<file path="src/decimating_peak_level_meter_macros.svh">
// ----------------------------------------------------------------------------
// Assertion macros for the decimating peak level meter.
// Clocked, reset-qualified property checks that report through $error.
// ----------------------------------------------------------------------------
`ifndef DECIMATING_PEAK_LEVEL_METER_MACROS_SVH
`define DECIMATING_PEAK_LEVEL_METER_MACROS_SVH

// Same-cycle implication: when pre holds, post holds on the same edge.
`define DPLM_ASSERT_SAME(label, clk, rst_n, pre, post, msg) \
    label: assert property (@(posedge clk) disable iff (!rst_n) (pre) |-> (post)) \
        else $error(msg);

// Next-cycle implication: when pre holds, post holds on the following edge.
`define DPLM_ASSERT_NEXT(label, clk, rst_n, pre, post, msg) \
    label: assert property (@(posedge clk) disable iff (!rst_n) (pre) |=> (post)) \
        else $error(msg);

`endif

</file>
<file path="src/dplm_pkg.sv">
// ----------------------------------------------------------------------------
// dplm_pkg
// Types and constants shared by the decimating peak level meter modules.
// ----------------------------------------------------------------------------
`timescale 1ns / 1ps

package dplm_pkg;

    // Field widths.
    localparam int SAMPLE_W    = 16;
    localparam int BYTE_W      = 8;
    localparam int FACTOR_W    = 4;
    localparam int PHASE_W     = 3;
    localparam int LENGTH_W    = 12;
    localparam int THRESH_W    = 8;
    localparam int LEVEL_W     = 2;
    localparam int FRAME_NUM_W = 32;
    localparam int CFG_INDEX_W = 2;
    localparam int CFG_DATA_W  = 12;
    localparam int OUT_DATA_W  = 64;

    // Limits of the configuration values.
    localparam logic [FACTOR_W-1:0] MAX_FACTOR       = 4'd8;
    localparam logic [FACTOR_W-1:0] MIN_FACTOR       = 4'd1;
    localparam logic [LENGTH_W-1:0] MIN_FRAME_LENGTH = 12'd1;
    localparam logic [BYTE_W-1:0]   MAX_MAGNITUDE    = 8'd128;

    // Reset values of the configuration registers.
    localparam logic [FACTOR_W-1:0] RST_FACTOR   = 4'd4;
    localparam logic [LENGTH_W-1:0] RST_LENGTH   = 12'd1000;
    localparam logic [THRESH_W-1:0] RST_LOW_THR  = 8'd4;
    localparam logic [THRESH_W-1:0] RST_HIGH_THR = 8'd16;

    // Configuration register indexes.
    typedef enum logic [CFG_INDEX_W-1:0] {
        CFG_DECIMATION   = 2'd0,
        CFG_FRAME_LENGTH = 2'd1,
        CFG_LOW_THR      = 2'd2,
        CFG_HIGH_THR     = 2'd3
    } t_cfg_index;

    // Noise level classes.
    localparam logic [LEVEL_W-1:0] LEVEL_QUIET    = 2'd0;
    localparam logic [LEVEL_W-1:0] LEVEL_MODERATE = 2'd1;
    localparam logic [LEVEL_W-1:0] LEVEL_LOUD     = 2'd2;

    // Configuration as seen by the frame statistics unit.
    typedef struct packed {
        logic [FACTOR_W-1:0] decimation_factor;
        logic [LENGTH_W-1:0] frame_length;
        logic [THRESH_W-1:0] low_thr;
        logic [THRESH_W-1:0] high_thr;
    } t_cfg;

    // One result word, plus a flag that says the input sample was kept.
    typedef struct packed {
        logic                     keep;
        logic signed [BYTE_W-1:0] sample_byte;
        logic                     frame_done;
        logic [LEVEL_W-1:0]       noise_level;
        logic [BYTE_W-1:0]        frame_peak;
        logic [FRAME_NUM_W-1:0]   frame_number;
        logic [LENGTH_W-1:0]      frame_count;
    } t_result;

endpackage

</file>
<file path="src/decimating_peak_level_meter.sv">
// A kept sample's word is registered and appears on the output in the cycle after it is accepted.
// Throughput: one input word per cycle; the output register frees in the same
// cycle that its word is taken, so the input stalls only when the output does.
// Skipped samples produce no output word.
// Reset: synchronous, active low; clears the phase, count, peak, frame index
// and output valid, and loads the default configuration.
// ----------------------------------------------------------------------------
// decimating_peak_level_meter
// Decimates a 16-bit audio stream, emits the high byte of each kept sample
// and reports peak level, class and frame index at the end of each frame.
// ----------------------------------------------------------------------------
`timescale 1ns / 1ps

module decimating_peak_level_meter
    import dplm_pkg::*;
(
    input  logic                   i_clk,
    input  logic                   i_rst_n,

    // Configuration write port.
    input  logic                   i_cfg_wr_en,
    input  logic [CFG_INDEX_W-1:0] i_cfg_index,
    input  logic [CFG_DATA_W-1:0]  i_cfg_wdata,

    // Input stream.
    input  logic                   i_s_axis_tvalid,
    output logic                   o_s_axis_tready,
    input  logic [SAMPLE_W-1:0]    i_s_axis_tdata,   // [15:0] audio_sample

    // Output stream.
    output logic                   o_m_axis_tvalid,
    input  logic                   i_m_axis_tready,
    // [7:0] sample_byte, [9:8] noise_level, [17:10] frame_peak,
    // [49:18] frame_number, [61:50] frame_count, [63:62] zero
    output logic [OUT_DATA_W-1:0]  o_m_axis_tdata,
    output logic                   o_m_axis_tlast    // frame_done
);

    t_cfg    r_cfg;
    t_result stat_result;
    t_result r_out;
    logic    r_out_valid;
    logic    in_accept;

    // Configuration registers.
    always_ff @(posedge i_clk) begin
        if (!i_rst_n) begin
            r_cfg.decimation_factor <= RST_FACTOR;
            r_cfg.frame_length      <= RST_LENGTH;
            r_cfg.low_thr           <= RST_LOW_THR;
            r_cfg.high_thr          <= RST_HIGH_THR;
        end else if (i_cfg_wr_en) begin
            case (t_cfg_index'(i_cfg_index))
                CFG_DECIMATION: begin
                    r_cfg.decimation_factor <= i_cfg_wdata[FACTOR_W-1:0];
                end
                CFG_FRAME_LENGTH: begin
                    r_cfg.frame_length <= i_cfg_wdata[LENGTH_W-1:0];
                end
                CFG_LOW_THR: begin
                    r_cfg.low_thr <= i_cfg_wdata[THRESH_W-1:0];
                end
                CFG_HIGH_THR: begin
                    r_cfg.high_thr <= i_cfg_wdata[THRESH_W-1:0];
                end
                default: begin
                end
            endcase
        end
    end

    // The input is taken whenever the output register is empty or being drained.
    assign o_s_axis_tready = !r_out_valid || i_m_axis_tready;
    assign in_accept       = i_s_axis_tvalid && o_s_axis_tready;

    dplm_frame_stat u_frame_stat (
        .i_clk          (i_clk),
        .i_rst_n        (i_rst_n),
        .i_cfg          (r_cfg),
        .i_accept       (in_accept),
        .i_audio_sample (i_s_axis_tdata),
        .o_result       (stat_result)
    );

    // Output register: valid flag under reset, payload without.
    always_ff @(posedge i_clk) begin
        if (!i_rst_n) begin
            r_out_valid <= 1'b0;
        end else if (in_accept) begin
            r_out_valid <= stat_result.keep;
        end else if (i_m_axis_tready) begin
            r_out_valid <= 1'b0;
        end
    end

    always_ff @(posedge i_clk) begin
        if (in_accept && stat_result.keep) begin
            r_out <= stat_result;
        end
    end

    // Pack the output word.
    assign o_m_axis_tvalid = r_out_valid;
    assign o_m_axis_tlast  = r_out.frame_done;
    assign o_m_axis_tdata  = {2'b00, r_out.frame_count, r_out.frame_number,
                              r_out.frame_peak, r_out.noise_level, r_out.sample_byte};

endmodule

</file>
<file path="src/dplm_frame_stat.sv">
// ----------------------------------------------------------------------------
// dplm_frame_stat
// Decimation phase, running peak, kept count and frame index. Produces the
// result for the current input sample and updates its state on acceptance.
// ----------------------------------------------------------------------------
`timescale 1ns / 1ps
`include "decimating_peak_level_meter_macros.svh"

module dplm_frame_stat
    import dplm_pkg::*;
(
    input  logic                i_clk,
    input  logic                i_rst_n,
    input  t_cfg                i_cfg,
    input  logic                i_accept,
    input  logic [SAMPLE_W-1:0] i_audio_sample,
    output t_result             o_result
);

    logic [PHASE_W-1:0]     r_phase;
    logic [LENGTH_W-1:0]    r_kept_count;
    logic [BYTE_W-1:0]      r_peak;
    logic [FRAME_NUM_W-1:0] r_frame_counter;

    logic [PHASE_W-1:0]     n_phase;
    logic [LENGTH_W-1:0]    n_kept_count;
    logic [BYTE_W-1:0]      n_peak;
    logic [FRAME_NUM_W-1:0] n_frame_counter;

    logic [FACTOR_W-1:0]    eff_factor;
    logic [LENGTH_W-1:0]    eff_length;
    logic [FACTOR_W-1:0]    phase_inc;
    logic                   keep;
    logic [BYTE_W-1:0]      hi_byte;
    logic [BYTE_W-1:0]      magnitude;
    logic [BYTE_W-1:0]      peak_upd;
    logic [LENGTH_W-1:0]    count_inc;
    logic                   done;
    logic [LEVEL_W-1:0]     level;

    // Clamp the configured factor and length into their working ranges.
    always_comb begin
        if (i_cfg.decimation_factor == '0) begin
            eff_factor = MIN_FACTOR;
        end else if (i_cfg.decimation_factor > MAX_FACTOR) begin
            eff_factor = MAX_FACTOR;
        end else begin
            eff_factor = i_cfg.decimation_factor;
        end
        eff_length = (i_cfg.frame_length == '0) ? MIN_FRAME_LENGTH : i_cfg.frame_length;
    end

    // Keep decision, magnitude of the high byte and frame completion.
    always_comb begin
        phase_inc = {1'b0, r_phase} + 4'd1;
        keep      = (phase_inc >= eff_factor);
        hi_byte   = i_audio_sample[SAMPLE_W-1 -: BYTE_W];
        // Negating 0x80 in eight bits gives 0x80, which reads as 128.
        magnitude = hi_byte[BYTE_W-1] ? (~hi_byte + 8'd1) : hi_byte;
        peak_upd  = (magnitude > r_peak) ? magnitude : r_peak;
        count_inc = r_kept_count + 12'd1;
        done      = (count_inc >= eff_length);

        if (peak_upd >= i_cfg.high_thr) begin
            level = LEVEL_LOUD;
        end else if (peak_upd >= i_cfg.low_thr) begin
            level = LEVEL_MODERATE;
        end else begin
            level = LEVEL_QUIET;
        end
    end

    // Result word; the frame fields read zero unless the frame completes.
    always_comb begin
        o_result             = '0;
        o_result.keep        = keep;
        o_result.sample_byte = hi_byte;
        o_result.frame_done  = done;
        if (done) begin
            o_result.noise_level  = level;
            o_result.frame_peak   = peak_upd;
            o_result.frame_number = r_frame_counter;
            o_result.frame_count  = count_inc;
        end
    end

    // Next state for an accepted sample.
    always_comb begin
        n_phase         = r_phase;
        n_kept_count    = r_kept_count;
        n_peak          = r_peak;
        n_frame_counter = r_frame_counter;
        if (i_accept) begin
            if (!keep) begin
                n_phase = phase_inc[PHASE_W-1:0];
            end else begin
                n_phase = '0;
                if (done) begin
                    n_kept_count    = '0;
                    n_peak          = '0;
                    n_frame_counter = r_frame_counter + 32'd1;
                end else begin
                    n_kept_count = count_inc;
                    n_peak       = peak_upd;
                end
            end
        end
    end

    always_ff @(posedge i_clk) begin
        if (!i_rst_n) begin
            r_phase         <= '0;
            r_kept_count    <= '0;
            r_peak          <= '0;
            r_frame_counter <= '0;
        end else begin
            r_phase         <= n_phase;
            r_kept_count    <= n_kept_count;
            r_peak          <= n_peak;
            r_frame_counter <= n_frame_counter;
        end
    end

    // A completed frame clears the peak and the count.
    `DPLM_ASSERT_NEXT(a_frame_clears, i_clk, i_rst_n, i_accept && keep && done, (r_kept_count == '0) && (r_peak == '0), "frame completion did not clear peak and count")

    // The frame index advances by one on each completed frame.
    `DPLM_ASSERT_NEXT(a_frame_index_step, i_clk, i_rst_n, i_accept && keep && done, r_frame_counter == $past(r_frame_counter) + 32'd1, "frame index did not advance by one")

    // The frame index holds while no frame completes.
    `DPLM_ASSERT_NEXT(a_frame_index_hold, i_clk, i_rst_n, !(i_accept && keep && done), $stable(r_frame_counter), "frame index moved without a completed frame")

    // The running peak never exceeds the largest byte magnitude.
    `DPLM_ASSERT_SAME(a_peak_range, i_clk, i_rst_n, 1'b1, r_peak <= MAX_MAGNITUDE, "running peak out of range")

endmodule
</file>
<file path="config.mk">
export PLATFORM = sky130hd
export DESIGN_NAME = decimating_peak_level_meter
export DESIGN_NICKNAME = d
export VERILOG_FILES = /design/src/dplm_pkg.sv /design/src/decimating_peak_level_meter.sv /design/src/dplm_frame_stat.sv
export VERILOG_INCLUDE_DIRS = /design/src /design/src/src
export SDC_FILE = /design/constraint.sdc
export NUM_CORES = 1
export LEC_CHECK = 0
export ABC_AREA = 1
export BUFFER_PORTS_ARGS = -buffer_cell sky130_fd_sc_hd__buf_4
export CAP_MARGIN = 5
export CORE_MARGIN = 3
export CORE_UTILIZATION = 55
export CTS_CLUSTER_SIZE = 28
export DETAILED_ROUTE_END_ITERATION = 16
export PLACE_DENSITY = 0.78
export SLEW_MARGIN = 40
export SYNTH_ARGS = -nofsm -noshare
export SYNTH_HDL_FRONTEND = slang
export SYNTH_HIERARCHICAL = 1
export SYNTH_SLANG_ARGS = --single-unit
</file>
<file path="constraint.sdc">
create_clock -name i_clk -period 8.4 [get_ports i_clk]
set_clock_uncertainty 0.1 [all_clocks]
set_input_delay 1.68 -clock i_clk [delete_from_list [all_inputs] [get_ports i_clk]]
set_output_delay 1.68 -clock i_clk [all_outputs]
set_load 0.05 [all_outputs]
</file>
# Word-level counts from Yosys, hierarchy flattened

Cells that the tools add are included.

Bits in registers: 151
Output and inout port bits: 67
Word-level logic and storage cells: 58
Input port bits: 35

Reductions and logical operators: 15
Eq/ne operators: 3
Bitwise operators: 2
Add/sub/neg operators: 4
Multiplexer cells: 12
Magnitude comparators: 6

Operator list:

| operator                | number |
|---|---|
| $add A32 B1 Y32 const B | 1 |
| $mux W12                | 2 |
| $mux W8                 | 3 |
| $ge A8 B8 Y1            | 2 |
| $add A12 B1 Y12 const B | 1 |
| $ge A12 B12 Y1          | 1 |
| $logic_not A12 Y1       | 1 |
| $reduce_and A2 Y1       | 5 |
| $add A8 B1 Y8 const B   | 1 |
| $gt A8 B8 Y1            | 1 |
| $mux W4                 | 2 |
| $not A8 Y8              | 1 |
| $add A3 B1 Y4 const B   | 1 |
| $eq A2 B2 Y1 const B    | 2 |
| $ge A4 B4 Y1            | 1 |
| $gt A4 B4 Y1 const B    | 1 |
| $logic_not A4 Y1        | 1 |
| $mux W1                 | 3 |
| $mux W3                 | 1 |
| $reduce_and A3 Y1       | 1 |
| $eq A2 B1 Y1 const B    | 1 |
| $logic_and A1 B1 Y1     | 2 |
| $logic_not A2 Y1        | 1 |
| $mux W2                 | 1 |
| 5 further kinds         | 5 |

# Logic depth before layout (Yosys ltp)

Gate-level depths: netlist of run 1.

Word-level depth: 8
Mapped depth: 25
Mapped depth without buffers: 25

# Hierarchy

Netlist of run 1, hierarchy kept.

By module, submodules not included:

| module                      | seq. area each (um^2) | instances | area each (um^2) | cells each |
|---|---|---|---|---|
| dplm_frame_stat             | 1101.1                | 1         | 4983.5           | 841 |
| decimating_peak_level_meter | 2552.4                | 1         | 3271.9           | 268 |

# Least setup slack after synthesis of run 1

Ideal clock, no wire load.

Kind: in2reg
Start: input i_m_axis_tready
End: register r_out (netlist bit o_m_axis_tdata[0]) (enable)
Stages on the path: 4
Arrival time: 6.473 ns
Setup time: 0.561 ns
Buffers on the path: 0
Path slack: 1.265 ns
Data required time: 7.739 ns
Cell sequence: inv_1 > nand2_1 > inv_1 > nor3_1

Cells in the longest elaborated chain, start to end: 3

Ends and longest elaborated chain:

| element              | line                              | source |
|---|---|---|
| from (decl)          | decimating_peak_level_meter.sv:32 | `input logic i_m_axis_tready,` |
| $logic_or A1 B1 Y1   | decimating_peak_level_meter.sv:73 | `assign o_s_axis_tready = !r_out_valid \|\| i_m_axis_tready;` |
| net o_s_axis_tready  | decimating_peak_level_meter.sv:27 | `output logic o_s_axis_tready,` |
| $logic_and A1 B1 Y1  | decimating_peak_level_meter.sv:74 | `assign in_accept = i_s_axis_tvalid && o_s_axis_tready;` |
| $logic_and A1 B1 Y1  | decimating_peak_level_meter.sv:97 | `if (in_accept && stat_result.keep) begin` |
| to (signal assigned) | decimating_peak_level_meter.sv:98 | `r_out <= stat_result;` |
| to (decl)            | decimating_peak_level_meter.sv:41 | `t_result r_out;` |

The timed path passes the listed nets, and every way through them passes these cells.
A chain may end at the register's enable or synchronous reset.

# Worst setup path after layout of run 1

Start: input i_s_axis_tdata[8]
End: register r_out (netlist bit o_m_axis_tdata[8]), data pin

Cells in the longest elaborated chain, start to end: 7
Elaborated cells between the ends (all ways): 9
Those cells by class: add/sub: 1; order compare: 3; mux: 3; bitwise: 1; reduce/logical: 1

Ends and longest elaborated chain:

| element                                            | line                                         | source |
|---|---|---|
| from (decl)                                        | decimating_peak_level_meter.sv:28            | `input logic [SAMPLE_W-1:0] i_s_axis_tdata,` |
| $not A8 Y8                                         | dplm_frame_stat.sv:59                        | `magnitude = hi_byte[BYTE_W-1] ? (~hi_byte + 8'd1) : hi_byte;` |
| $add A8 B1 Y8                                      | dplm_frame_stat.sv:59                        |  |
| $mux W8 *                                          | dplm_frame_stat.sv:59                        |  |
| $gt A8 B8 Y1                                       | dplm_frame_stat.sv:60                        | `peak_upd = (magnitude > r_peak) ? magnitude : r_peak;` |
| $mux W8 *                                          | dplm_frame_stat.sv:60                        |  |
| $ge A8 B8 Y1, on equally long branches             | dplm_frame_stat.sv:66, dplm_frame_stat.sv:64 |  |
| $mux W1 / $reduce_or A2 Y1 (equally long branches) | -                                            |  |

Every way passes the cells marked *; elsewhere a longest branch is shown, timed or not.

==> Flow_metrics.wiki, run 1 <==
{| class="wikitable"
! Metric !! Value
|-
| Status || finished, final reports clean
|-
| GR Util All Layers || 23.2%
|-
| Die boundary height || about 130 um
|-
| Top Ports || approximately 100
|-
| WP data arrival || a little under 5 ns
|-
| Wl on met1 || approximately 8400 um
|-
| Wire length of the first global-routing pass || between 30,000 and 40,000 um
|-
| Final Max Slew Viols || 0
|-
| Share of synthesized area occupied by flip-flops and latches || 44.3%
|-
| Number of clock sinks || 151
|-
| Per-cell via count in the routed design || 5.19
|-
| Post-route fraction of the period consumed by the critical path || between 50% and 60%
|-
| Highest metal layer used by the detailed router || met4
|-
| Async SR Flop Fraction || 0%
|-
| Drt wl/cell || about 14 um
|-
| Initial core utilization || between 50% and 60%
|-
| Final weighted congestion in routability-driven placement || 0.954
|-
| Setup TNS || 0 ns
|-
| Post-DRT Antenna Nets || 0
|-
| Routed wl met2 || about 9000 um
|-
| Number of cells traversed by the worst hold path || 2
|-
| CTS max path bufs || 2
|-
| Vias after detailed routing || 7,140
|-
| Finish-stage setup viols || 0
|-
| Power density over the cells || between 200 and 250 nW/um2
|-
| Worst path max stage delay || 0.34 ns
|-
| Reg-to-reg endpoint || o_m_axis_tdata[58]
|-
| Worst-path fanout max || 9
|-
| Startpoint types || input pin
|-
| Most area-consuming cells after synthesis || sky130_fd_sc_hd__edfxtp_1 (23%), sky130_fd_sc_hd__dfxtp_1 (21%), sky130_fd_sc_hd__nand2_1 (15%)
|-
| Non-filler cells, final || 1,377
|-
| Number of design-rule violations left by the first detailed-router iteration || 566
|-
| Sequential group share of total power || between 40% and 50%
|-
| Endpoint of the worst hold path || r_cfg[10]
|-
| Clock buffer count from CTS || 17
|-
| Element type at the critical path end || flop
|-
| Area growth syn-to-layout || 15.3%
|-
| Area fraction of the dominant cell type after synthesis || 22.9%
|-
| Placed wire-length estimate || roughly 13,000 um
|-
| Transition at the pin with the smallest max-transition slack || 0.638 ns
|-
| Level count of the clock H-tree || 4
|-
| Number of buffers and inverters on the critical path || 4
|-
| Number of buffers inserted for hold repair after clock tree synthesis || 0
|-
| Unrepaired setup endpoints after global routing || false
|-
| Cell-by-cell listing of the critical path || buf_4 -> inv_1 -> ha_1 -> inv_1 -> nor2_1 -> nand3_1 -> nand3_1 -> nand2_1 -> ha_1 -> nand2_1 -> nor2_1 -> nand4_2 -> nand2_1 -> nand2_1 -> nand2_1 -> ha_1 -> inv_1 -> nor2_1 -> o21ai_0 -> nand2_1 -> nand2_1 -> o2111ai_1 -> nand2_1 -> nor2_1
|-
| Initial antenna violation count || 0
|-
| Met3 WL post-DR || roughly 1000 um
|-
| Net switching power figure || ~0.6 mW
|-
| Overflow left after global routing || 0
|-
| Fin util || ~65%
|-
| Post-detailed-route DRC marker count || 0
|-
| Logic depth of the worst register-to-register path || 15
|-
| Most frequent cells in the layout || sky130_fd_sc_hd__nand2_1 (323), sky130_fd_sc_hd__nor2_1 (161), sky130_fd_sc_hd__inv_1 (149)
|-
| Path category of the worst min-delay check || flop to flop
|-
| Tightest slew margin relative to the limit || a little under three fifths
|-
| Data required, critical path || 8.48 ns
|-
| Internal power consumption || roughly 1.4 mW
|-
| Static leakage power || just over 4 nW
|-
| Count of synthesis-stage warnings from yosys || 6
|-
| Worst VDD drop || between 150 and 200 uV
|-
| Largest net degree at the start of global routing || between 60 and 70
|-
| Post-Syn Area per Cell || about 7.4 um2
|-
| Shortest period the worst path allows || a little under 5 ns
|-
| Die Span X || about 130 um
|-
| Port Buffers || 91
|-
| Core area || 14,600 um2
|-
| Synth Flop Type || sky130_fd_sc_hd__dfxtp_1
|-
| Cell taking the most area after synthesis || sky130_fd_sc_hd__edfxtp_1
|-
| Highest Clock Rate || 205 MHz
|-
| Count of buffers added by post-CTS timing repair for setup || 0
|-
| Most common cell after layout, fill and taps aside || sky130_fd_sc_hd__nand2_1
|-
| Most used cell, CP || sky130_fd_sc_hd__nand2_1
|-
| Count of flip-flops with a built-in enable after synthesis || between 60 and 70
|-
| Reg-to-reg critical path startpoint || u_frame_stat/r_kept_count[0]
|-
| Max-capacitance violation count || 0
|-
| Inserted Diodes || 0
|-
| Placed cells || around 1.3k
|-
| Final Net Count || roughly 1.3k
|-
| Die Area || about 17,000 um2
|-
| Skew-Pair Late Insertion Delay || approximately 0.42 ns
|-
| Power share of the clock group || 37.2%
|-
| Number of detailed-route iterations in the first pass || 5
|-
| Slowest cell on crit path || sky130_fd_sc_hd__nand2_1
|-
| Relative contribution of combinational cells to total power || 20.8%
|-
| Count of state elements after synthesis || 151
|-
| Worst Min Path Start || r_cfg[10]
|-
| Synthesized instance count || about 1.1k
|-
| Clk Tree Root Cell || sky130_fd_sc_hd__clkbuf_16
|-
| Worst-path clk slew || 0.06 ns
|-
| Post-detailed-routing wire length || between 15,000 and 20,000 um
|-
| Switching power share of the total || just over 30%
|-
| Site Rows || between 40 and 50
|-
| Final-report hold violation count || 0
|-
| Top delay family on crit path || simple AND/OR/NAND/NOR gates
|-
| Post-CTS Resized || 0
|-
| Fraction of layout instances using a drive strength above 1 || between 10% and 20%
|-
| Number of distinct library cells after synthesis || 40
|-
| Via count of the first global-routing pass || between 6k and 7k
|-
| Final total power || just over 2 mW
|-
| Path type of the worst setup path || input pin to flop
|-
| CTS tree || built
|-
| Flop-to-flop setup slack || ~5.0 ns
|-
| Cell area after synthesis || 8260 um2
|}
## worst max path at each step
| stage | start | endpoint | slack [ns] | depth (start not counted) |
|---|---|---|---|---|
| after CTS | i_s_axis_tdata[8] | o_m_axis_tdata[8] | 3.58 | 24 |
| after global routing | i_s_axis_tdata[8] | o_m_axis_tdata[8] | 3.21 | 24 |
| after floorplan | i_m_axis_tready | o_m_axis_tdata[0] | 1.27 | 4 |
| final | i_s_axis_tdata[8] | o_m_axis_tdata[8] | 3.53 | 24 |
| after detailed placement | i_s_axis_tdata[8] | o_m_axis_tdata[8] | 3.24 | 24 |
| after global placement | i_s_axis_tdata[8] | o_m_axis_tdata[8] | 3.33 | 24 |
## worst reg2reg max path: stages, from the launching register on
cell	delay, ns
sky130_fd_sc_hd__dfxtp_1	0.44
sky130_fd_sc_hd__ha_1	0.30
sky130_fd_sc_hd__nand3_1	0.15
sky130_fd_sc_hd__nor2_1	0.21
sky130_fd_sc_hd__nand2_1	0.07
sky130_fd_sc_hd__nand2_1	0.11
sky130_fd_sc_hd__inv_1	0.05
sky130_fd_sc_hd__ha_1	0.29
sky130_fd_sc_hd__nand2_1	0.06
sky130_fd_sc_hd__inv_1	0.06
sky130_fd_sc_hd__nand2_1	0.06
sky130_fd_sc_hd__nand2_1	0.09
sky130_fd_sc_hd__a21oi_4	0.21
sky130_fd_sc_hd__nand2_8	0.23
sky130_fd_sc_hd__inv_4	0.54
sky130_fd_sc_hd__nor2_1	0.18
## state kept, by name, summed over array words and instances (netlist names)
signal                        flops
r_cfg                            32
u_frame_stat/r_phase              3
u_frame_stat/r_frame_counter     32
o_m_axis_tdata                   62
o_m_axis_tvalid                   1
u_frame_stat/r_peak               8
o_m_axis_tlast                    1
u_frame_stat/r_kept_count        12
## power groups by stage
stage / Combinational [mW] / Sequential (mW) / Clock, mW
final: 0.421 / 0.849 / 0.754
after global routing: 0.458 / 0.856 / 0.796
after CTS: 0.422 / 0.851 / 0.764
after detailed placement: 0.418 / 0.866 / 0
after global placement: 0.410 / 0.864 / 0
after floorplan: 0.172 / 1.00 / 0
## through the flow
| stage | cell area [um2] | hold slack, ns | setup WS (ns) |
|---|---|---|---|
| 6_report | 9520 | 0.354 | 3.53 |
| 2_1_floorplan | 8260 | 0.329 | 1.27 |
| 3_5_place_dp | 8920 | 0.345 | 3.24 |
| 3_3_place_gp | 8920 | 0.339 | 3.33 |
| 5_1_grt | 9520 | 0.384 | 3.21 |
| 4_1_cts | 9510 | 0.360 | 3.58 |
## Yosys cell counts, types with 6 or more instances
cell and number:
sky130_fd_sc_hd__ha_1 44, sky130_fd_sc_hd__buf_4 17, sky130_fd_sc_hd__clkbuf_1 6, sky130_fd_sc_hd__a21oi_1 60, sky130_fd_sc_hd__nand2_2 6, sky130_fd_sc_hd__buf_2 13
sky130_fd_sc_hd__inv_1 149, sky130_fd_sc_hd__dfxtp_1 88, sky130_fd_sc_hd__nand3_1 84, sky130_fd_sc_hd__nand2_1 323, sky130_fd_sc_hd__edfxtp_1 63, sky130_fd_sc_hd__nand4_1 14
sky130_fd_sc_hd__nor2_1 161, sky130_fd_sc_hd__xor2_1 16, sky130_fd_sc_hd__o21ai_0 16
## cells by family after synthesis
logic type	Yosys count	share of synthesized area, %
flip-flops	151	44.3
AO/OA/AOI/OAI	94	6.31
other	1	0.0454
buffers and inverters	194	10.2
AND/OR/NAND/NOR	608	30.8
XOR/XNOR	17	1.80
adder cells (fa/ha/maj)	44	6.67
## layer usage
layer / global-route usage, % / up-vias
met1: 30.7 / 3246
met4: 6.79 / 0
met2: 38.5 / 218
met5: 0 / -
met3: 4.90 / 26
li1: - / 3650
## area by class of cell
| type | count | area, um2 |
|---|---|---|
| clock buffer | 23 | 489 |
| clock inverter | 9 | 97.6 |
| fill | 1289 | 5070 |
| inverter | 153 | 578 |
| multi-input combinational | 765 | 3770 |
| sequential | 151 | 3650 |
| tap | 184 | 230 |
| timing repair buffer | 92 | 694 |
(Power assumes the default switching activity.)
==> run 2: changes to the inputs <==
--- a/config.mk
+++ b/config.mk
@@ -10,10 +10,10 @@
 export BUFFER_PORTS_ARGS = -buffer_cell sky130_fd_sc_hd__buf_4
 export CAP_MARGIN = 5
 export CORE_MARGIN = 3
-export CORE_UTILIZATION = 55
+export CORE_UTILIZATION = 53
 export CTS_CLUSTER_SIZE = 28
 export DETAILED_ROUTE_END_ITERATION = 16
-export PLACE_DENSITY = 0.78
+export PLACE_DENSITY = 0.79
 export SLEW_MARGIN = 40
 export SYNTH_ARGS = -nofsm -noshare
 export SYNTH_HDL_FRONTEND = slang
==> constraint.sdc (replaced) <==
create_clock -name i_clk -period 4.02 [get_ports i_clk]
set_clock_uncertainty 0.1 [all_clocks]
set_input_delay 0.804 -clock i_clk [delete_from_list [all_inputs] [get_ports i_clk]]
set_output_delay 0.804 -clock i_clk [all_outputs]
set_load 0.05 [all_outputs]
==> run 2 against run 1 <==
Against the previous run: count of clock-buffer cells in the layout down 5; non-clock buffer count up 9; combinational power rose by 110%; cell count up 0.65%; critical path depth rose by 1; die area is 3.6% higher; setup slack lost 3.2 ns; core utilization decreased by 0.72 points; sequential share of layout area fell by 0.29 points; clock power is 110% higher; sequential power up 110%; global-route usage is 0.74 points lower.
==> Flow_metrics.wiki, run 2 (synthesis results as in run 1) <==
{| class="wikitable"
! Metric !! Value
|-
| Status || finished, final reports clean
|-
| Non-filler cells, final || approximately 1.4k
|-
| Fraction of layout instances using a drive strength above 1 || about an eighth
|-
| Placed wire-length estimate || between 10,000 and 15,000 um
|-
| Per-cell via count in the routed design || between 5 and 6
|-
| Placed cells || roughly 1.4k
|-
| Highest Clock Rate || about 270 MHz
|-
| Skew-Pair Late Insertion Delay || roughly 0.42 ns
|-
| Shortest period the worst path allows || roughly 3.7 ns
|-
| Die Span X || between 100 and 150 um
|-
| Element type at the critical path end || flop
|-
| Clk Tree Root Cell || sky130_fd_sc_hd__clkbuf_16
|-
| Largest register FFs || 62
|-
| Vias after detailed routing || 7,227
|-
| Site Rows || 44
|-
| Level count of the clock H-tree || 4
|-
| Fin Hold WS || ~0.36 ns
|-
| Path category of the worst min-delay check || flop to flop
|-
| Count of buffers added by post-CTS timing repair for setup || 0
|-
| Startpoint types || input pin
|-
| Number of buffers inserted for hold repair after clock tree synthesis || 0
|-
| Max-capacitance violation count || 0
|-
| Most common cell after layout, fill and taps aside || sky130_fd_sc_hd__nand2_1
|-
| Final-report hold violation count || 0
|-
| Largest net degree at the start of global routing || 64
|-
| Die boundary height || 131 um
|-
| Instance area at placement || around 9000 um2
|-
| Unrepaired setup endpoints after global routing || false
|-
| Final weighted congestion in routability-driven placement || 0.923
|-
| Drt wl/cell || ~13 um
|-
| Post-detailed-route DRC marker count || 0
|-
| Clock buffer count from CTS || 17
|-
| Setup TNS || 0 ns
|-
| Data required, critical path || roughly 4.1 ns
|-
| Filler cell count || approximately 1.3k
|-
| Initial core utilization || a little under three fifths
|-
| WP data arrival || about 3.8 ns
|-
| Post-route fraction of the period consumed by the critical path || ~91%
|-
| Final Net Count || ~1.3k
|-
| Top Ports || 102
|-
| Overflow left after global routing || 0
|-
| Worst-path fanout max || 7
|-
| GR Util All Layers || approximately 22%
|-
| Final cell area excluding filler cells || approximately 9600 um2
|-
| Power density over the cells || 444 nW/um2
|-
| Number of clock sinks || roughly 150
|-
| Final total power || ~4.3 mW
|-
| Final Max Slew Viols || 0
|-
| CTS tree || built
|-
| Wire length of the first global-routing pass || ~31,000 um
|-
| Number of detailed-route iterations in the first pass || 6
|-
| Most frequent cells in the layout || sky130_fd_sc_hd__nand2_1 (323), sky130_fd_sc_hd__nor2_1 (160), sky130_fd_sc_hd__inv_1 (149)
|-
| Number of design-rule violations left by the first detailed-router iteration || roughly 540
|-
| Post-detailed-routing wire length || ~19,000 um
|-
| Via count of the first global-routing pass || roughly 7k
|-
| Post-DRT Antenna Nets || 0
|-
| Inserted Diodes || 0
|-
| Finish-stage setup viols || 0
|-
| Initial antenna violation count || 0
|-
| Port Buffers || slightly above 90
|-
| Worst-path clk slew || around 0.06 ns
|-
| Multi-input gate area in the final layout || between 3000 and 4000 um2
|-
| Static leakage power || 4.15 nW
|-
| CTS max path bufs || 2
|-
| Area growth syn-to-layout || 16.1%
|-
| Path type of the worst setup path || input pin to flop
|-
| Worst VDD drop || roughly 360 uV
|-
| Total area of sequential cells || about 3700 um2
|-
| Transition at the pin with the smallest max-transition slack || 0.589 ns
|-
| Core area || about 15,000 um2
|-
| Die Area || between 15,000 and 20,000 um2
|-
| Tightest slew margin relative to the limit || around three fifths
|}
[run 2: cell count changes in the layout (fill, tap and decap cells not counted), sizes merged]
cell,change
clkinv,+2
bufinv,+1
inv,+1
buf,+9
clkinvlp,+1
clkbuf,-5
[run 2: what timing repair did]
item                       4_1_cts  5_1_grt
hold endpoints to repair         0        0
setup endpoints to repair        0        1
gates resized for setup          0        1
[run 2: worst paths after layout]
check	startpoint	end	slack, ns	cells after the start
max	i_s_axis_tdata[9]	o_m_axis_tdata[8]	0.35	25
min	r_cfg[25]	r_cfg[25]	0.36	2
max reg2reg	u_frame_stat/r_kept_count[0]	o_m_axis_tdata[20]	0.76	14
min reg2reg	r_cfg[25]	r_cfg[25]	0.36	2
[run 2: worst max-delay path, cell delays in order]
cell	delay, ns
sky130_fd_sc_hd__buf_4	0.11
sky130_fd_sc_hd__inv_1	0.10
sky130_fd_sc_hd__ha_1	0.17
sky130_fd_sc_hd__inv_1	0.04
sky130_fd_sc_hd__nor2_1	0.15
sky130_fd_sc_hd__nand3_1	0.12
sky130_fd_sc_hd__nand3_1	0.08
sky130_fd_sc_hd__nand2_1	0.09
sky130_fd_sc_hd__ha_1	0.28
sky130_fd_sc_hd__nand2_1	0.08
sky130_fd_sc_hd__nor2_2	0.16
sky130_fd_sc_hd__nand2_1	0.09
sky130_fd_sc_hd__nand2_2	0.07
sky130_fd_sc_hd__nand2_1	0.15
sky130_fd_sc_hd__nand2_1	0.12
sky130_fd_sc_hd__nand2_1	0.13
sky130_fd_sc_hd__ha_1	0.33
sky130_fd_sc_hd__nand2_1	0.09
sky130_fd_sc_hd__inv_1	0.06
sky130_fd_sc_hd__o21ai_0	0.07
sky130_fd_sc_hd__nand2_1	0.07
sky130_fd_sc_hd__nand2_1	0.08
sky130_fd_sc_hd__o2111ai_1	0.13
sky130_fd_sc_hd__nand2_1	0.10
sky130_fd_sc_hd__nor2_1	0.05
[run 2: layout make-up]
cell class / count / share of cell area, %
flip-flops and latches: 151 / 38.1
clock buffers: 18 / 4.48
clock inverters: 14 / 1.64
multi-input cells: 765 / 39.4
repair buffers: 101 / 7.95
inverters: 153 / 5.99
well taps: 184 / 2.40
[run 2: through the flow]
step | setup WS [ns] | utilization [%]
after floorplan | 0.435 | -
after global placement | 0.118 | 60.5
after detailed placement | 0.0656 | 60.5
after CTS | 0.366 | 64.5
after global routing | 0.0207 | 64.5
final | 0.349 | 64.5
[run 2: power by group]
group / internal [mW] / switching (mW)
Clock: 0.968 / 0.619
Sequential: 1.73 / 0.0453
Combinational: 0.255 / 0.641
[run 2: routing by layer]
| metal | GRT usage [%] | wire, um | up-vias |
|---|---|---|---|
| met4 | 10.3 | 545 | 0 |
| met5 | 0 | 0 | - |
| met1 | 28.2 | 8150 | 3303 |
| li1 | - | - | 3670 |
| met2 | 37.7 | 9030 | 211 |
| met3 | 3.94 | 816 | 43 |
